**src/rtl/pib_pkg.sv**
```systemverilog
// ----------------------------------------------------------------------------
// pib_pkg: palette index builder shared definitions
// Sizes of the palette chain and the token that walks the row of cells.
// ----------------------------------------------------------------------------
package pib_pkg;

  localparam int ENTRIES   = 256;
  localparam int IDX_W     = (ENTRIES > 1) ? $clog2(ENTRIES) : 1;
  localparam int CNT_W     = $clog2(ENTRIES + 1);
  localparam int COLOR_W   = 24;
  localparam int INDEX_W   = 8;
  localparam int USED_W    = 9;

  localparam logic [COLOR_W-1:0] MASK_RESET = 24'hFFFFFF;

  localparam logic KIND_PIXEL   = 1'b0;
  localparam logic KIND_RESTART = 1'b1;

  // Lookup token handed from cell to cell, one cell per cycle.
  typedef struct packed {
    logic               valid;
    logic [COLOR_W-1:0] pixel;
    logic [IDX_W-1:0]   pos;   // index of the cell the token enters
    logic [CNT_W-1:0]   left;  // filled entries from this cell onward
    logic               hit;
    logic               ins;
    logic [IDX_W-1:0]   idx;
  } pib_token_t;

endpackage

```
**src/rtl/pib_cell.sv**
```systemverilog
// ----------------------------------------------------------------------------
// pib_cell: one palette entry of the lookup chain
// Holds one color, compares it against the passing token, and claims the
// token for insertion when it is the first unfilled entry.
// ----------------------------------------------------------------------------
module pib_cell (
  input  logic               clk,
  input  logic               rst,
  input  pib_pkg::pib_token_t tok_in,
  output pib_pkg::pib_token_t tok_out
);
  import pib_pkg::*;

  logic [COLOR_W-1:0] entry;
  pib_token_t         tok_next;
  logic               filled;
  logic               take;

  assign filled = (tok_in.left != '0);
  assign take   = tok_in.valid && !filled && !tok_in.hit && !tok_in.ins;

  always_comb begin
    tok_next      = tok_in;
    tok_next.pos  = IDX_W'(tok_in.pos + 1'b1);
    tok_next.left = filled ? CNT_W'(tok_in.left - 1'b1) : '0;
    if (tok_in.valid && filled && !tok_in.hit && (entry == tok_in.pixel)) begin
      tok_next.hit = 1'b1;
      tok_next.idx = tok_in.pos;
    end
    if (take) begin
      tok_next.ins = 1'b1;
      tok_next.idx = tok_in.pos;
    end
  end

  // first unfilled entry stores the missed color
  always_ff @(posedge clk) begin
    if (take) begin
      entry <= tok_in.pixel;
    end
  end

  always_ff @(posedge clk) begin
    if (rst) begin
      tok_out.valid <= 1'b0;
    end else begin
      tok_out <= tok_next;
    end
  end

endmodule

```
**config.mk**
```make
export PLATFORM = sky130hd
export DESIGN_NAME = pib_cell
export DESIGN_NICKNAME = d
export VERILOG_FILES = /design/src/rtl/pib_pkg.sv /design/src/rtl/pib_cell.sv
export SDC_FILE = /design/constraint.sdc
export NUM_CORES = 1
export LEC_CHECK = 0
export BUFFER_PORTS_ARGS = -buffer_cell sky130_fd_sc_hd__buf_2
export CAP_MARGIN = 20
export CORE_MARGIN = 3
export CORE_UTILIZATION = 50
export CTS_CLUSTER_DIAMETER = 60
export DETAILED_ROUTE_END_ITERATION = 6
export GPL_ROUTABILITY_DRIVEN = 0
export PLACE_DENSITY_LB_ADDON = 0.2
export SETUP_SLACK_MARGIN = 0.2
export SYNTH_ARGS = -nofsm -noshare
export SYNTH_HDL_FRONTEND = slang
export SYNTH_SLANG_ARGS = --single-unit
```
**constraint.sdc**
```tcl
create_clock -name clk -period 5.9 [get_ports clk]
set_input_delay 0.59 -clock clk [delete_from_list [all_inputs] [get_ports clk]]
set_output_delay 0.59 -clock clk [all_outputs]
set_load 0.01 [all_outputs]
```
==> flow_summary.toml <==
[run_status]
status = "completed"

[worst_hold_path]
hold_path.class = "input port to register"
min_to = "tok_out[51]"
hold_depth = 2
holdCritStartpoint = "rst"

[cts]
post_cts.repair.setup_buffers = 0
insertion_delay_ns = 0.34
clk_pin_slew_ns = 0.07
cts_buffers = 9
clockBufferDepth = 2
hold_buffers = 0
cts_resized = 0
cts_sinks = 76
root_buffer = "clkbuf_8"
cts_tree = "yes"
cts_max_level = 3

[grt]
antenna_found_initial = 0
grt_pass1_vias = 1888
met2_usage_pct = 25.5
met1_usage_pct = 19.5
grt.total_usage_pct = 16.6
overflow = 0
grt_pass1_wl_mm = 9.05
grt_max_degree = 52
met3_usage_pct = 6.52
grt.busiest_layer = "met2"

[power]
power_frac_seq_pct = 54.5
clkPwrFrac_pct = 36.2
p_int_mw = 0.911
max-vdd-ir-drop_uv = 132
leakagePower_nw = 1.58
switchingPower_mw = 0.251
p_total_mw = 1.16
comb_power_share_pct = 9.3
swShare_pct = 21.6
p_per_area_nw_per_um2 = 298

[synthesis]
synth_edf_count = 75
synth_top_area_share_pct = 74.0
syn_area_um2 = 3040
yosysSeqAreaShare_pct = 74.6
avgSynthCellArea_um2 = 17.9
synth_cells = 170
ys_top_cells_by_area = "edfxtp_1, xor2_1, mux2_4, xnor2_1, ha_1"
yosysWarnings = 0
async_flop_share_pct = 0
ys_ff_latch = 76
ys_types = 33
netlist.top_cell.by_area = "edfxtp_1"
synth_fp_nets = 227
yosys_most_used_dff = "edfxtp_1"

[floorplanning]
boundaryPins = 106
die-area_um2 = 7060
coreArea_um2 = 5710
placementRows = 27
die-width_um = 84.0
die_h_um = 84.0
initial_core_util_pct = 53.3

[final_layout]
nFillCells = 410
syn2layout_area_growth_pct = 28.3
nets = 344
stdcell_area_um2 = 3910
drive_above_1_share_pct = 47.9
fin_util_pct = 68.4
n_antenna_cell = 0

[setup_path]
reg2reg_slack_ns = 3.75
critical_path_arrival_ns = 2.49
worst-r2r-cell-count = 5
setup.worst_path.start_class = "input port"
cp.required_ns = 5.99
timing.rr.end = "tok_out[1]"
crit_fanout = 10
critPathKind = "input port to register"
r2r-start = "entry[17]"
worstSetupEndpointType = "register"

[timing]
setup_tns_ns = 0
fin_skew_ns = 0.00670
max_slew_margin_pct = 65.3
worstMarginPinSlew_ns = 0.519
post-route-min-period_ns = 2.40
finalCritPeriodShare_pct = 40.7
grt_setup_unrepaired = "no"
fin_ws_ns = 3.50
hold_viol_final = 0
finalSetupViolCount = 0
fmax_ghz = 0.416
drv_slew = 0

[place]
hpwlAfterDp_mm = 4.19
dpl_cell_area_um2 = 3660
post-place-ws_ns = 2.59
portBuffers = 105

[route]
viasPerCell = 4.98
dr.pass1.iters = 4
drtIter0Drc = 87
antenna_left = 0
vias = 1811
wirelength_mm = 5.67
routedWlPerCell_um = 15.6
route.detailed.drc = 0

[run]
max_cap_violations = 0
## layer usage
metal | up-vias | part of all wire (%)
met2 | 70 | 48
li1 | 874 | -
met3 | 14 | 9.0
met4 | 0 | 2.8
met1 | 853 | 41
met5 | - | 0
## worst max-delay path, stage by stage
cell,delay (ns)
buf_2,0.12
inv_1,0.10
ha_1,0.15
nor4b_4,0.27
nand2_2,0.13
nor3_4,0.47
o21bai_4,0.32
mux2_4,0.33
## area by class of cell
| cell class | instances | area [µm²] | share of cell area, % |
|---|---|---|---|
| multi-input cells | 89 | 753 | 19.3 |
| repair buffers | 107 | 561 | 14.4 |
| well taps | 72 | 90.1 | 2.31 |
| clock inverters | 7 | 90.1 | 2.31 |
| inverters | 4 | 15.0 | 0.384 |
| flip-flops and latches | 76 | 2270 | 58.2 |
| clock buffers | 9 | 124 | 3.17 |
## placed cells by master, fill, tap and decap left out, types with 3 or more instances in the layout
cell type / n
buf_2: 105
edfxtp_1: 75
xor2_1: 27
clkbuf_8: 9
nor2_1: 8
mux2_4: 8
xnor2_1: 6
nor4_1: 5
nand3_1: 4
inv_1: 3
nand4_1: 3
nor3_1: 3
ha_1: 3
## per-stage QoR
stage               instances  hold slack [ns]
finish                    364            0.435
CTS                       362            0.417
detailed placement        346            0.785
global placement          346            0.778
global route              364            0.427
floorplan                 170            0.662
## cells in the mapped netlist, types with 2 or more instances
library cell and n:
nand2_1 2, nor3_1 3, nor2_1 8, edfxtp_1 75, mux2_4 8, a21oi_1 2, nand3_1 4, inv_1 4
ha_1 3, nand4_1 3, nor4_1 5, xnor2_1 6, xor2_1 27
## power by group through the flow
stage	clock, mW	combinational, mW	sequential, mW
after CTS	0.432	0.109	0.634
after global routing	0.453	0.118	0.636
after detailed placement	0	0.109	0.646
final	0.421	0.109	0.633
after global placement	0	0.106	0.646
after floorplan	0	0.0268	0.664
## worst max path at each step
stage,endpoint,slack [ns],from,cells past startpoint
finish,tok_out[1],3.50,tok_in[10],8
global route,tok_out[1],3.37,tok_in[10],8
CTS,tok_out[1],2.96,tok_in[10],8
detailed placement,tok_out[6],2.59,tok_in[10],8
global placement,tok_out[7],2.66,tok_in[10],8
floorplan,tok_out[0],3.11,tok_in[10],7
## cells by family after synthesis
group | count (synthesis) | synth area share (%)
DFF | 76 | 74.6
muxes | 9 | 4.32
buffers and inverters | 5 | 0.616
and+or+nand+nor | 37 | 7.85
AOI/OAI and AO/OA | 7 | 1.85
xor gates and xnor gates | 33 | 9.49
adders and majority gates | 3 | 1.23
## registers in the layout (all words and copies together), names as in the netlist
register and count:
tok_out 52, entry 24
Power figures use the tool's default switching activity.
